--- src/rtl/core/bit_serial_crc_lfsr_macros.svh ---
// Assertion macros shared by the bit-serial CRC block.
`ifndef BIT_SERIAL_CRC_LFSR_MACROS_SVH
`define BIT_SERIAL_CRC_LFSR_MACROS_SVH
`ifndef SYNTHESIS
// Same-cycle implication, checked at every rising edge out of reset.
`define BSC_ASSERT_IMP(label, clk, rstn, ante, cons) \
    label: assert property (@(posedge clk) disable iff (!(rstn)) (ante) |-> (cons)) \
        else $error("bit_serial_crc_lfsr: same-cycle check failed");
// Next-cycle implication.
`define BSC_ASSERT_NXT(label, clk, rstn, ante, cons) \
    label: assert property (@(posedge clk) disable iff (!(rstn)) (ante) |=> (cons)) \
        else $error("bit_serial_crc_lfsr: next-cycle check failed");
`else
`define BSC_ASSERT_IMP(label, clk, rstn, ante, cons)
`define BSC_ASSERT_NXT(label, clk, rstn, ante, cons)
`endif
`endif

--- src/rtl/core/bscrc_pkg.sv ---
// Package: widths, register indexes, control struct and LFSR step functions.
package bscrc_pkg;

    localparam int MAX_DEGREE = 32;
    localparam int IDX_W      = $clog2(MAX_DEGREE);
    localparam int DEG_W      = 6;
    localparam int TAP_W      = 32;
    localparam int CRC_W      = 32;
    localparam int CFG_IDX_W  = 2;
    localparam int CFG_DATA_W = 32;

    // Configuration register indexes
    localparam logic [CFG_IDX_W-1:0] REG_TAP_MASK  = 2'd0;
    localparam logic [CFG_IDX_W-1:0] REG_DEGREE    = 2'd1;
    localparam logic [CFG_IDX_W-1:0] REG_INIT_FILL = 2'd2;

    localparam logic [TAP_W-1:0] TAP_MASK_RST = 32'h0000_1021;
    localparam logic [DEG_W-1:0] DEGREE_RST   = 6'd16;

    typedef logic [MAX_DEGREE-1:0] lfsr_t;

    // Sequencer to shift register
    typedef struct packed {
        logic step;      // shift one bit this cycle
        logic bit_in;    // bit entering at bit 0
        logic restart;   // start of message: use fill as the base
    } lfsr_ctl_t;

    // Degree clamped to 1..MAX_DEGREE
    function automatic logic [DEG_W-1:0] eff_degree(input logic [DEG_W-1:0] deg);
        logic [DEG_W-1:0] d;
        d = deg;
        if (deg == '0) begin
            d = DEG_W'(1);
        end else if (deg > DEG_W'(MAX_DEGREE)) begin
            d = DEG_W'(MAX_DEGREE);
        end
        return d;
    endfunction

    function automatic lfsr_t width_mask(input logic [DEG_W-1:0] d);
        lfsr_t m;
        for (int i = 0; i < MAX_DEGREE; i++) begin
            m[i] = (DEG_W'(i) < d);
        end
        return m;
    endfunction

    function automatic lfsr_t fill_value(input logic fill, input logic [DEG_W-1:0] d);
        return fill ? width_mask(d) : '0;
    endfunction

    // One Galois shift: bit in at 0, taps folded in when the top bit leaves as 1
    function automatic lfsr_t lfsr_step(input lfsr_t st, input logic bit_in,
                                        input logic [DEG_W-1:0] d,
                                        input logic [TAP_W-1:0] taps);
        lfsr_t m;
        lfsr_t nxt;
        lfsr_t tap_ext;
        logic  top;
        m       = width_mask(d);
        top     = st[IDX_W'(d - DEG_W'(1))];
        tap_ext = MAX_DEGREE'(taps) | lfsr_t'(1);
        nxt     = {st[MAX_DEGREE-2:0], bit_in} & m;
        if (top) begin
            nxt = nxt ^ (tap_ext & m);
        end
        return nxt;
    endfunction

endpackage

--- src/rtl/core/bscrc_lfsr.sv ---
// Galois shift register: one bit per cycle while ctl.step is high, masked to the active degree.
`include "bit_serial_crc_lfsr_macros.svh"
module bscrc_lfsr import bscrc_pkg::*; (
    input  logic             aclk,
    input  logic             aresetn,
    input  lfsr_ctl_t        ctl,
    input  logic [DEG_W-1:0] deg,
    input  logic [TAP_W-1:0] taps,
    input  logic             init_fill,
    output lfsr_t            lfsr_state
);

    lfsr_t shift_reg_reg;
    lfsr_t shift_reg_next;
    lfsr_t base;
    lfsr_t mask;

    assign mask = width_mask(deg);

    always_comb begin
        base           = ctl.restart ? fill_value(init_fill, deg) : (shift_reg_reg & mask);
        shift_reg_next = shift_reg_reg;
        if (ctl.step) begin
            shift_reg_next = lfsr_step(base, ctl.bit_in, deg, taps);
        end
    end

    // payload only; the sequencer forces a reload on the first bit
    always_ff @(posedge aclk) begin
        shift_reg_reg <= shift_reg_next;
    end

    assign lfsr_state = shift_reg_reg;

    `BSC_ASSERT_NXT(a_above_degree_clear, aclk, aresetn, ctl.step, (shift_reg_reg & ~$past(mask)) == '0)

endmodule

--- src/rtl/core/bscrc_ctrl.sv ---
// Sequencer: input handshake, zero-flush counter and result hand-off.
`include "bit_serial_crc_lfsr_macros.svh"
module bscrc_ctrl import bscrc_pkg::*; (
    input  logic             aclk,
    input  logic             aresetn,
    input  logic             s_valid,
    output logic             s_ready,
    input  logic             s_data_bit,
    input  logic             s_last,
    input  logic [DEG_W-1:0] deg,
    input  logic             out_free,
    output lfsr_ctl_t        ctl,
    output logic             out_load
);

    localparam logic [1:0] ST_RUN   = 2'd0;
    localparam logic [1:0] ST_FLUSH = 2'd1;
    localparam logic [1:0] ST_DONE  = 2'd2;

    logic [1:0]       state_reg, state_next;
    logic [DEG_W-1:0] flush_cnt_reg, flush_cnt_next;
    logic             in_msg_reg, in_msg_next;
    logic             accept;

    assign s_ready = (state_reg == ST_RUN);
    assign accept  = s_valid && s_ready;

    always_comb begin
        state_next     = state_reg;
        flush_cnt_next = flush_cnt_reg;
        in_msg_next    = in_msg_reg;
        ctl            = '0;
        out_load       = 1'b0;
        case (state_reg)
            ST_RUN: begin
                if (accept) begin
                    ctl.step    = 1'b1;
                    ctl.bit_in  = s_data_bit;
                    ctl.restart = !in_msg_reg;
                    in_msg_next = 1'b1;
                    if (s_last) begin
                        state_next     = ST_FLUSH;
                        flush_cnt_next = '0;
                    end
                end
            end
            ST_FLUSH: begin
                ctl.step       = 1'b1;
                flush_cnt_next = flush_cnt_reg + DEG_W'(1);
                if (flush_cnt_reg == deg - DEG_W'(1)) begin
                    state_next     = ST_DONE;
                    flush_cnt_next = '0;
                end
            end
            ST_DONE: begin
                if (out_free) begin
                    out_load    = 1'b1;
                    in_msg_next = 1'b0;
                    state_next  = ST_RUN;
                end
            end
            default: begin
                state_next = ST_RUN;
            end
        endcase
    end

    always_ff @(posedge aclk) begin
        if (!aresetn) begin
            state_reg     <= ST_RUN;
            flush_cnt_reg <= '0;
            in_msg_reg    <= 1'b0;
        end else begin
            state_reg     <= state_next;
            flush_cnt_reg <= flush_cnt_next;
            in_msg_reg    <= in_msg_next;
        end
    end

    `BSC_ASSERT_IMP(a_flush_in_range, aclk, aresetn, state_reg == ST_FLUSH, flush_cnt_reg < deg)
    `BSC_ASSERT_NXT(a_last_starts_flush, aclk, aresetn, accept && s_last, state_reg == ST_FLUSH)
    `BSC_ASSERT_IMP(a_done_in_msg, aclk, aresetn, state_reg == ST_DONE, in_msg_reg)

endmodule

--- src/rtl/core/bit_serial_crc_lfsr.sv ---
// Top level: bit-serial augmented-message CRC with programmable polynomial.
//
// Bit-serial CRC generator. Message bits come in one per cycle when ready, most
// significant first, on the s_ channel; s_last marks the final bit. Each bit
// moves through a Galois shift register of the programmed degree (1..32, a
// degree of 0 behaves as 1 and anything above 32 as 32); when the bit leaving
// the top is 1 the tap_mask bits below degree, plus x^0, are inverted. After
// the last bit the block shifts in degree zero bits, one per cycle, then hands
// the remainder (right-aligned, upper bits zero) to the m_ output register.
// After the last bit is taken s_ready stays low through the flush and the
// hand-off (states ST_FLUSH and ST_DONE). If the previous result is still
// unread the hand-off waits for it. The first bit of each message reloads
// every active register bit with init_fill. Configuration registers (index 0
// tap_mask, 1 degree, 2 init_fill) are written through cfg_*, which is always
// ready; writes are only meant between words, never during a flush.

`include "bit_serial_crc_lfsr_macros.svh"
module bit_serial_crc_lfsr import bscrc_pkg::*; (
    input  logic                  aclk,
    input  logic                  aresetn,
    // message bits
    input  logic                  s_valid,
    output logic                  s_ready,
    input  logic                  s_data_bit,
    input  logic                  s_last,
    // remainder
    output logic                  m_valid,
    input  logic                  m_ready,
    output logic [CRC_W-1:0]      m_crc_value,
    // register writes
    input  logic                  cfg_valid,
    output logic                  cfg_ready,
    input  logic [CFG_IDX_W-1:0]  cfg_index,
    input  logic [CFG_DATA_W-1:0] cfg_data
);

    // ---- configuration registers ----
    logic [TAP_W-1:0] tap_mask_reg;
    logic [DEG_W-1:0] degree_reg;
    logic             init_fill_reg;
    logic             cfg_wr;

    assign cfg_ready = 1'b1;
    assign cfg_wr    = cfg_valid && cfg_ready;

    always_ff @(posedge aclk) begin
        if (!aresetn) begin
            tap_mask_reg  <= TAP_MASK_RST;
            degree_reg    <= DEGREE_RST;
            init_fill_reg <= 1'b0;
        end else if (cfg_wr) begin
            case (cfg_index)
                REG_TAP_MASK:  tap_mask_reg  <= cfg_data[TAP_W-1:0];
                REG_DEGREE:    degree_reg    <= cfg_data[DEG_W-1:0];
                REG_INIT_FILL: init_fill_reg <= cfg_data[0];
                default: begin
                    // unmapped index: write ignored
                end
            endcase
        end
    end

    // clamped degree used everywhere in the datapath
    logic [DEG_W-1:0] deg_eff;
    assign deg_eff = eff_degree(degree_reg);

    // ---- sequencer and shift register ----
    lfsr_ctl_t ctl;
    lfsr_t     lfsr_state;
    logic      out_load;
    logic      out_free;

    bscrc_ctrl u_ctrl (
        .aclk       (aclk),
        .aresetn    (aresetn),
        .s_valid    (s_valid),
        .s_ready    (s_ready),
        .s_data_bit (s_data_bit),
        .s_last     (s_last),
        .deg        (deg_eff),
        .out_free   (out_free),
        .ctl        (ctl),
        .out_load   (out_load)
    );

    bscrc_lfsr u_lfsr (
        .aclk       (aclk),
        .aresetn    (aresetn),
        .ctl        (ctl),
        .deg        (deg_eff),
        .taps       (tap_mask_reg),
        .init_fill  (init_fill_reg),
        .lfsr_state (lfsr_state)
    );

    // ---- output register ----
    // Holds one remainder so the next message can start while it waits.
    logic             m_valid_reg;
    logic [CRC_W-1:0] crc_reg;

    assign out_free = !m_valid_reg || m_ready;

    always_ff @(posedge aclk) begin
        if (!aresetn) begin
            m_valid_reg <= 1'b0;
        end else if (out_load) begin
            m_valid_reg <= 1'b1;
        end else if (m_ready) begin
            m_valid_reg <= 1'b0;
        end
    end

    always_ff @(posedge aclk) begin
        if (out_load) begin
            crc_reg <= CRC_W'(lfsr_state);
        end
    end

    assign m_valid     = m_valid_reg;
    assign m_crc_value = crc_reg;

    // a pending remainder is never overwritten
    `BSC_ASSERT_IMP(a_no_overwrite, aclk, aresetn, out_load, !m_valid_reg || m_ready)
    // no message bit is taken while a remainder is being handed over
    `BSC_ASSERT_IMP(a_load_blocks_input, aclk, aresetn, out_load, !s_ready)

endmodule
--- config.mk ---
export PLATFORM = sky130hd
export DESIGN_NAME = bit_serial_crc_lfsr
export DESIGN_NICKNAME = d
export VERILOG_FILES = /design/src/rtl/core/bscrc_pkg.sv /design/src/rtl/core/bscrc_lfsr.sv /design/src/rtl/core/bscrc_ctrl.sv /design/src/rtl/core/bit_serial_crc_lfsr.sv
export VERILOG_INCLUDE_DIRS = /design/src /design/src/rtl/core
export SDC_FILE = /design/constraint.sdc
export NUM_CORES = 1
export LEC_CHECK = 0
export BUFFER_PORTS_ARGS = -buffer_cell sky130_fd_sc_hd__buf_4
export CORE_UTILIZATION = 58
export DETAILED_ROUTE_END_ITERATION = 16
export GPL_TIMING_DRIVEN = 0
export PLACE_DENSITY = 0.89
export RECOVER_POWER = 100
export SYNTH_ARGS = -nofsm -noshare
export SYNTH_HDL_FRONTEND = slang
export SYNTH_SLANG_ARGS = --single-unit
--- constraint.sdc ---
create_clock -name aclk -period 4.95 [get_ports aclk]
set_input_delay 1.485 -clock aclk [delete_from_list [all_inputs] [get_ports aclk]]
set_output_delay 1.485 -clock aclk [all_outputs]
set_load 0.01 [all_outputs]
==> results of run 1 <==
-- kinds of logic (layout without fill, tap and decap cells) --
logic type,Yosys count,in the layout,synth area share
DFF,112,112,0.4995
and+or+nand+nor,212,212,0.1812
muxes,18,18,0.03143
xor gates and xnor gates,12,12,0.01821
adders and majority gates,4,4,0.008671
buffers and inverters,49,138,0.04162
other,1,1,0.0006497
AOI/OAI and AO/OA,184,184,0.2187
-- stage by stage --
stage / hold WS, ns / util / area (sq um) / worst slack [ns] / TNS [ns]
final: 0.4555 / 0.6755 / 6573 / 0.1422 / 0
after global routing: 0.4688 / 0.6755 / 6573 / 0.04936 / 0
after CTS: 0.4542 / 0.6896 / 6709 / 0.08159 / 0
after global placement: 0.4346 / 0.6674 / 6494 / -0.6349 / -15.93
after floorplan: 0.4174 / - / 5772 / 0.8336 / 0
after detailed placement: 0.4320 / 0.6690 / 6509 / -0.5838 / -14.48
-- per-layer routing --
layer,vias to the layer above,wire (um),share of wire,global-route usage
met4,0,546,0.031,0.1438
met5,-,0,0,0
met3,42,1591,0.090,0.06763
li1,2340,-,-,-
met2,283,8087,0.46,0.5546
met1,2484,7366,0.42,0.4668
-- power by group through the flow --
| stage | clock network (mW) | registers (mW) | logic, mW |
|---|---|---|---|
| finish | 0.519 | 1.08 | 0.455 |
| global route | 0.551 | 1.08 | 0.478 |
| CTS | 0.520 | 1.08 | 0.439 |
| detailed placement | 0 | 1.10 | 0.432 |
| global placement | 0 | 1.10 | 0.423 |
| floorplan | 0 | 1.09 | 0.281 |
-- path summary, 6_finish.rpt --
path	end	slack, ns	cells after the start
max	u_lfsr.lfsr_state[29]	0.14	16
min	m_crc_value[16]	0.46	0
min reg2reg	m_crc_value[16]	0.46	0
max reg2reg	u_lfsr.lfsr_state[29]	0.14	16
-- synthesized netlist by cell type, types with 3 or more instances --
cell       number
nand2_1        98
edfxtp_1       64
a21oi_1        55
dfxtp_1        48
a21boi_0       32
a21o_1         29
clkbuf_1       27
nand3_1        25
mux2i_1        17
nor2_1         17
nor2b_1        13
and3_1          9
a211oi_1        8
nand2b_1        8
o21a_1          8
o21ai_0         8
a31oi_1         7
nor3_1          7
buf_2           6
inv_1           6
xnor2_1         6
xor2_1          6
buf_6           5
nor4_1          5
a2111oi_0       4
ha_1            4
nand3b_1        4
nand4_1         4
or2_2           4
or3_1           4
a211o_1         3
a21bo_2         3
buf_4           3
o31ai_1         3
-- final cells by class --
class / instances / area [sq um] / share of cell area
clock buffer: 11 / 141.4 / 0.02151
sequential: 112 / 2883 / 0.4386
tap: 133 / 166.4 / 0.02532
clock inverter: 5 / 38.79 / 0.005901
buffer: 42 / 220.2 / 0.03350
multi-input combinational: 431 / 2684 / 0.4083
inverter: 6 / 22.52 / 0.003427
timing repair buffer: 74 / 416.7 / 0.06339
-- worst reg2reg max path, cell delays in order (launching register included) --
cell and delay (ns):
dfxtp_1 0.32, clkbuf_1 0.20, nor4_1 0.34, o21a_2 0.28
clkbuf_1 0.50, ha_1 0.55, or2_2 0.22, a21oi_1 0.12
a2111oi_0 0.40, nor4_1 0.12, a211oi_1 0.32, nand3_1 0.23
a31oi_2 0.31, buf_4 0.28, buf_6 0.21, nand3_1 0.11
a21oi_1 0.15
-- what timing repair did --
action | 4_1_cts | 5_1_grt
cloned | 0 | 0
setup endpoints to repair | 32 | 32
resized for setup | 6 | 5
==> flow_metrics.py, run 1 <==
metrics = {
    "logic_synthesis": {
        "synth_area_leader_cell": "edfxtp_1",
        "yosys.area.top_type_share": 0.3330,
        "synth_cells": 592,
        "yosysWarnings": 0,
        "netlist_area_sq_um": 5772,
        "syn_area_per_cell_sq_um": 9.750,
        "syn_nets": 637,
        "ys_seq_area_frac": 0.4995,
        "ys.flop_type": "edfxtp_1",
        "ys_ff_latch": 112,
        "synth_edf_count": 64,
        "ys_types": 65,
        "async_flop_share": 0,
        "synthTopCellsByArea": "edfxtp_1, dfxtp_1, nand2_1, a21oi_1, a21boi_0",
    },
    "timing": {
        "finalMaxSlewViolations": 66,
        "finalHoldViolCount": 0,
        "rsz0062_at_grt": "no",
        "relSlewSlack": -1.099,
        "worst_slew_pin_slew_ns": 3.137,
        "timing.fmax_mhz": 208.0,
        "min_period_ns": 4.808,
        "finalSetupViolCount": 0,
        "fin_skew_ns": 0.01025,
        "timing.final.crit_share": 0.9713,
    },
    "floorplanning": {
        "start_util": 0.5932,
        "die_x_um": 101.8,
        "die_y_um": 101.8,
        "die_area_sq_um": 10350,
        "row_count": 36,
        "core_area_sq_um": 9729,
        "io-pin-count": 76,
    },
    "outcome": {
        "status": "complete, but fails checks",
        "violations": "max-capacitance violations, max-slew violations",
    },
    "cts": {
        "cts_tree": "done",
        "clockRootBuffer": "clkbuf_8",
        "clk_latency_ns": 0.38,
        "htreeDepth": 3,
        "clkTransAtPathRegs_ns": 0.10,
        "clk_path_buf_depth": 2,
        "cts_hold_buf": 0,
        "cts.sinks": 112,
        "numCtsBuffers": 9,
        "postCtsSetupBuffers": 0,
    },
    "global_routing": {
        "grt_util_all_layers": 0.3486,
        "grt_pass1_vias": 4714,
        "grt_pass1_wl_mm": 26.20,
        "grt_antenna_before_repair": 0,
        "overflow": 0,
        "grt_max_degree": 33,
    },
    "worst_setup_path": {
        "start_kind": "register",
        "crit_path_start": "degree_reg[4]",
        "r2r-start": "degree_reg[4]",
        "path_cells": "clkbuf_1 -> nor4_1 -> o21a_2 -> clkbuf_1 -> ha_1 -> or2_2 -> a21oi_1 -> a2111oi_0 -> nor4_1 -> a211oi_1 -> nand3_1 -> a31oi_2 -> buf_4 -> buf_6 -> nand3_1 -> a21oi_1",
        "cp.arrival_ns": 5.05,
        "max_stage_delay_ns": 0.55,
        "crit_required_ns": 5.19,
        "crit_buf_inv": 4,
        "path_delay_family": "compound AO/OA/AOI/OAI gates",
        "critPathMaxFanout": 11,
        "slowest_stage": "ha_1",
        "critPathKind": "register to register",
        "cp-end-kind": "register",
    },
    "pwr": {
        "intPower_mw": 1.410,
        "power_density_nw_per_um2": 312.6,
        "p_sw_mw": 0.6448,
        "p_leak_nw": 2.460,
        "power_mw": 2.055,
        "power.share.switching": 0.3138,
        "pwr-share-clk": 0.253,
        "seqPwrFrac": 0.526,
        "combinationalPowerShare": 0.221,
        "ir_drop_mv": 0.1885,
    },
    "cells_and_area": {
        "final_common_cell": "nand2_1",
        "final_cell_mix": "nand2_1, edfxtp_1, clkbuf_1",
        "drive_gt1_frac": 0.1307,
        "fillers": 812,
        "syn2layout_area_growth_pct": 13.87,
        "antenna_cells": 0,
        "nNetsFinal": 721,
        "fin_cells": 814,
    },
    "routing": {
        "drcViolationCount": 0,
        "ant_nets": 0,
        "vias_per_cell": 6.326,
        "vias": 5149,
        "wirelength_mm": 17.59,
        "drtIter0Drc": 604,
        "dr.pass1.iters": 7,
        "drt-wirelength-per-cell_um": 21.61,
    },
    "placed_design": {
        "gp_congestion": 0.9750,
        "dp_hpwl_mm": 12.79,
        "dp_cells": 799,
        "portBuffers": 74,
    },
    "flow_run": {
        "max_cap_violations": 2,
    },
    "min_path": {
        "hold_path_class": "register to register",
        "hp-start": "u_lfsr.lfsr_state[16]",
    },
}
Note: power is estimated with default switching activity, not from simulation.
==> inputs of run 2 (changes only) <==
--- a/config.mk
+++ b/config.mk
@@ -7,6 +7,7 @@
 export NUM_CORES = 1
 export LEC_CHECK = 0
 export BUFFER_PORTS_ARGS = -buffer_cell sky130_fd_sc_hd__buf_4
+export CORE_ASPECT_RATIO = 1.1
 export CORE_UTILIZATION = 58
 export DETAILED_ROUTE_END_ITERATION = 16
 export GPL_TIMING_DRIVEN = 0
==> flow_metrics.py, run 2 (synthesized netlist as in run 1, its figures left out) <==
metrics = {
    "cells_and_area": {
        "fin_area_sq_um": 6550,
        "syn2layout_area_growth_pct": 13.48,
        "multi_input_area_sq_um": 2676,
        "drive_gt1_frac": 0.1347,
        "final_common_cell": "nand2_1",
        "antenna_cells": 0,
        "nNetsFinal": 723,
        "regArea_sq_um": 2883,
        "final_cell_mix": "nand2_1, edfxtp_1, clkbuf_1",
        "fillers": 761,
    },
    "global_routing": {
        "grt_antenna_before_repair": 0,
        "grt_max_degree": 33,
        "grt_pass1_wl_mm": 27.39,
        "overflow": 0,
        "grt_pass1_vias": 4999,
        "grt_util_all_layers": 0.3497,
    },
    "cts": {
        "numCtsBuffers": 9,
        "htreeDepth": 3,
        "clk_latency_ns": 0.40,
        "clk_path_buf_depth": 2,
        "clkTransAtPathRegs_ns": 0.10,
        "clockRootBuffer": "clkbuf_8",
        "cts.sinks": 112,
        "cts_tree": "done",
    },
    "floorplanning": {
        "io-pin-count": 76,
        "die_y_um": 106.6,
        "die_area_sq_um": 10350,
        "die_x_um": 97.12,
        "core_area_sq_um": 9490,
        "row_count": 37,
        "start_util": 0.6082,
    },
    "timing": {
        "rsz0062_at_grt": "no",
        "min_period_ns": 4.760,
        "fin_skew_ns": 0.01017,
        "timing.fmax_mhz": 210.1,
        "finalHoldViolCount": 0,
        "worst_slew_pin_slew_ns": 3.063,
        "finalSetupViolCount": 0,
        "finalSetupTns_ns": 0,
        "relSlewSlack": -1.050,
        "timing.final.crit_share": 0.9615,
        "finalMaxSlewViolations": 66,
    },
    "pwr": {
        "p_leak_nw": 2.470,
        "ir_drop_mv": 0.1677,
        "power_mw": 2.042,
        "power_density_nw_per_um2": 311.7,
    },
    "placed_design": {
        "portBuffers": 74,
        "placed_area_sq_um": 6489,
        "dp_hpwl_mm": 12.97,
        "gp_congestion": 0.9847,
    },
    "routing": {
        "vias": 5125,
        "vias_per_cell": 6.406,
        "drcViolationCount": 0,
        "drtIter0Drc": 514,
        "drt-wirelength-per-cell_um": 22.07,
        "dr.pass1.iters": 8,
        "ant_nets": 0,
        "wirelength_mm": 17.65,
    },
    "worst_setup_path": {
        "crit_required_ns": 5.10,
        "critPathMaxFanout": 10,
        "start_kind": "input port",
        "cp-end-kind": "register",
        "cp.arrival_ns": 4.91,
        "critPathKind": "input port to register",
    },
    "flow_run": {
        "max_cap_violations": 2,
    },
    "min_path": {
        "hold_path_class": "register to register",
    },
    "outcome": {
        "violations": "max-capacitance violations, max-slew violations",
        "status": "complete, but fails checks",
    },
}
## run 2: power breakdown
group / total [mW] / internal, mW / switching, mW / leakage (nW)
logic: 0.451 / 0.160 / 0.292 / 1.37
registers: 1.08 / 1.05 / 0.0321 / 1.02
clock network: 0.511 / 0.183 / 0.328 / 0.0859
total: 2.04 / 1.39 / 0.652 / 2.47
## run 2: critical path, cell delays in order
cell and delay, ns:
clkbuf_1 0.20, nor4b_2 0.55, nand2_2 0.29, buf_2 0.29, a21oi_1 0.25, a21oi_1 0.15
a221oi_2 0.37, nand4_1 0.25, a31oi_2 0.30, clkbuf_2 0.35, a21boi_0 0.15, o2bb2a_2 0.26
## run 2: worst paths after layout
| kind | endpoint | start | slack [ns] | cells past startpoint |
|---|---|---|---|---|
| max | u_lfsr.lfsr_state[18] | s_valid | 0.19 | 12 |
| min | m_crc_value[15] | u_lfsr.lfsr_state[15] | 0.46 | 0 |
| max reg2reg | u_lfsr.lfsr_state[18] | degree_reg[5] | 0.30 | 13 |
| min reg2reg | m_crc_value[15] | u_lfsr.lfsr_state[15] | 0.46 | 0 |
## run 2: layout make-up
cell class,instances,share of cell area
repair buffers,76,0.06590
flip-flops and latches,112,0.4401
plain buffers,42,0.03305
inverters,6,0.004011
clock buffers,9,0.01891
clock inverters,7,0.007068
well taps,117,0.02235
multi-input cells,431,0.4086
## run 2: metal layers
| metal | track usage | vias up | share of wire |
|---|---|---|---|
| met5 | 0 | - | 0 |
| met4 | 0.1557 | 0 | 0.034 |
| met3 | 0.07301 | 58 | 0.094 |
| met2 | 0.5679 | 294 | 0.47 |
| met1 | 0.4535 | 2434 | 0.40 |
| li1 | - | 2339 | - |
## run 2: timing repair
| item | 4_1_cts | 5_1_grt |
|---|---|---|
| resized for setup | 4 | 6 |
| setup buffers | 0 | 2 |
| cloned | 0 | 0 |
| hold buffers | 0 | 0 |
| endpoints found under the setup margin | 37 | 32 |
## run 2: per-stage QoR
step	util	worst slack [ns]	hold WS, ns	std cells
after floorplan	-	0.8336	0.4174	592
after CTS	0.7034	0.1124	0.4632	798
after detailed placement	0.6837	-0.6648	0.4395	783
after global routing	0.6902	0.06038	0.4757	800
after global placement	0.6821	-0.7111	0.4334	783
final	0.6902	0.1904	0.4621	800
==> inputs of run 3 (changes only) <==
==> constraint.sdc (replaced) <==
create_clock -name aclk -period 4.95 [get_ports aclk]
set_input_delay 0.495 -clock aclk [delete_from_list [all_inputs] [get_ports aclk]]
set_output_delay 0.495 -clock aclk [all_outputs]
set_load 0.01 [all_outputs]
==> flow_metrics.py, run 3 (synthesized netlist as in run 1, its figures left out) <==
metrics = {
    "global_routing": {
        "grt_util_all_layers": 0.3497,
        "grt_antenna_before_repair": 0,
        "overflow": 0,
        "grt_max_degree": 33,
        "grt_pass1_vias": 4999,
        "grt_pass1_wl_mm": 27.39,
    },
    "routing": {
        "vias_per_cell": 6.438,
        "wirelength_mm": 17.65,
        "drt-wirelength-per-cell_um": 22.06,
        "drtIter0Drc": 458,
        "vias": 5150,
        "ant_nets": 0,
        "drcViolationCount": 0,
        "dr.pass1.iters": 5,
    },
    "min_path": {
        "hp-start": "cfg_data[12]",
        "hold_path_class": "input port to register",
        "worstHoldEndpoint": "tap_mask_reg[12]",
        "holdPathStages": 3,
    },
    "worst_setup_path": {
        "critPathMaxFanout": 11,
        "path_delay_family": "buffers and inverters",
        "cp-end-kind": "register",
        "worst_r2r_path_depth": 13,
        "max_stage_delay_ns": 0.61,
        "slowest_stage": "clkbuf_1",
        "crit_buf_inv": 5,
        "r2r_slack_ns": 0.24,
        "cp.depth": 13,
        "critPathKind": "register to register",
        "r2r-start": "degree_reg[5]",
        "cp.arrival_ns": 4.87,
        "start_kind": "register",
        "crit_required_ns": 5.11,
        "worst_r2r_endpoint": "u_lfsr.lfsr_state[18]",
        "path_cells": "clkbuf_1 -> inv_2 -> o21a_2 -> clkbuf_2 -> ha_1 -> clkbuf_1 -> o21ai_0 -> a221oi_2 -> nand4_1 -> a31oi_1 -> clkbuf_2 -> a21boi_0 -> o2bb2a_2",
    },
    "pwr": {
        "ir_drop_mv": 0.1686,
        "power_density_nw_per_um2": 311.9,
        "p_leak_nw": 2.473,
    },
    "timing": {
        "timing.fmax_mhz": 212.3,
        "finalMaxSlewViolations": 66,
        "fin_skew_ns": 0.007891,
        "worst_slew_pin_slew_ns": 3.052,
        "rsz0062_at_grt": "no",
        "relSlewSlack": -1.042,
        "min_period_ns": 4.709,
        "timing.final.crit_share": 0.9514,
        "finalSetupViolCount": 0,
        "finalHoldViolCount": 0,
        "worst_slack_ns": 0.2406,
    },
    "floorplanning": {
        "core_area_sq_um": 9490,
        "row_count": 37,
        "die_y_um": 106.6,
        "io-pin-count": 76,
        "die_x_um": 97.12,
        "start_util": 0.6082,
        "die_area_sq_um": 10350,
    },
    "flow_run": {
        "max_cap_violations": 2,
    },
    "cells_and_area": {
        "fillers": 762,
        "nNetsFinal": 723,
        "fin_util": 0.6898,
        "antenna_cells": 0,
        "syn2layout_area_growth_pct": 13.42,
        "final_cell_mix": "nand2_1, edfxtp_1, clkbuf_1",
        "fin_cells": 800,
        "final_common_cell": "nand2_1",
        "drive_gt1_frac": 0.1347,
    },
    "placed_design": {
        "dp_cells": 783,
        "place_worst_setup_slack_ns": -0.6648,
        "dp_hpwl_mm": 12.97,
        "portBuffers": 74,
        "gp_congestion": 0.9847,
    },
    "cts": {
        "htreeDepth": 3,
        "cts.sinks": 112,
        "cts_tree": "done",
        "clkTransAtPathRegs_ns": 0.11,
        "numCtsBuffers": 9,
        "clockRootBuffer": "clkbuf_8",
        "clk_path_buf_depth": 2,
        "clk_latency_ns": 0.39,
    },
    "outcome": {
        "violations": "max-capacitance violations, max-slew violations",
        "status": "complete, but fails checks",
    },
}
-- run 3: what timing repair did --
action / CTS / global route
endpoints found under the setup margin: 37 / 32
hold buffers: 0 / 0
gates resized for setup: 4 / 6
buffers inserted: 0 / 2
-- run 3: stage by stage --
| stage | setup TNS [ns] | power [mW] | area [sq um] | hold WS [ns] |
|---|---|---|---|---|
| after floorplan | 0 | 1.368 | 5772 | 0.4174 |
| after global placement | -18.74 | 1.517 | 6474 | 0.4334 |
| after detailed placement | -17.84 | 1.531 | 6489 | 0.4395 |
| after CTS | 0 | 2.017 | 6675 | 0.3076 |
| after global routing | 0 | 2.098 | 6546 | 0.3332 |
| final | 0 | 2.042 | 6546 | 0.3101 |
-- run 3: where the power goes --
group | switching [mW] | internal [mW] | leakage (nW)
sequential | 0.0323 | 1.05 | 1.02
combinational | 0.289 | 0.159 | 1.37
clock | 0.331 | 0.183 | 0.0859
total | 0.652 | 1.39 | 2.47
-- run 3: cell type report --
| cell class | instances | area [sq um] | area share |
|---|---|---|---|
| flip-flops and latches | 112 | 2883 | 0.4404 |
| multi-input cells | 431 | 2669 | 0.4077 |
| repair buffers | 76 | 435.4 | 0.06651 |
| plain buffers | 42 | 216.5 | 0.03307 |
| well taps | 117 | 146.4 | 0.02236 |
| clock buffers | 9 | 123.9 | 0.01892 |
| clock inverters | 7 | 46.29 | 0.007072 |
| inverters | 6 | 26.28 | 0.004014 |
-- run 3: worst min-delay path, stage by stage --
cell and delay, ns:
buf_4 0.08, nand2_1 0.04, nand3_1 0.07
-- run 3: worst max-delay path by stage --
stage | startpoint | end | slack, ns
3_5_place_dp | degree_reg[5] | u_lfsr.lfsr_state[18] | -0.66
2_1_floorplan | degree_reg[5] | u_lfsr.lfsr_state[18] | 1.17
5_1_grt | degree_reg[4] | u_lfsr.lfsr_state[18] | 0.03
3_3_place_gp | degree_reg[5] | u_lfsr.lfsr_state[18] | -0.71
6_report | degree_reg[5] | u_lfsr.lfsr_state[18] | 0.24
4_1_cts | degree_reg[5] | u_lfsr.lfsr_state[18] | 0.11
-- run 3: per-layer routing --
| layer | vias up | GRT usage | wire (um) |
|---|---|---|---|
| met5 | - | 0 | 0 |
| met4 | 0 | 0.1557 | 620 |
| met2 | 288 | 0.5679 | 8316 |
| met3 | 58 | 0.07301 | 1448 |
| li1 | 2336 | - | - |
| met1 | 2468 | 0.4535 | 7265 |
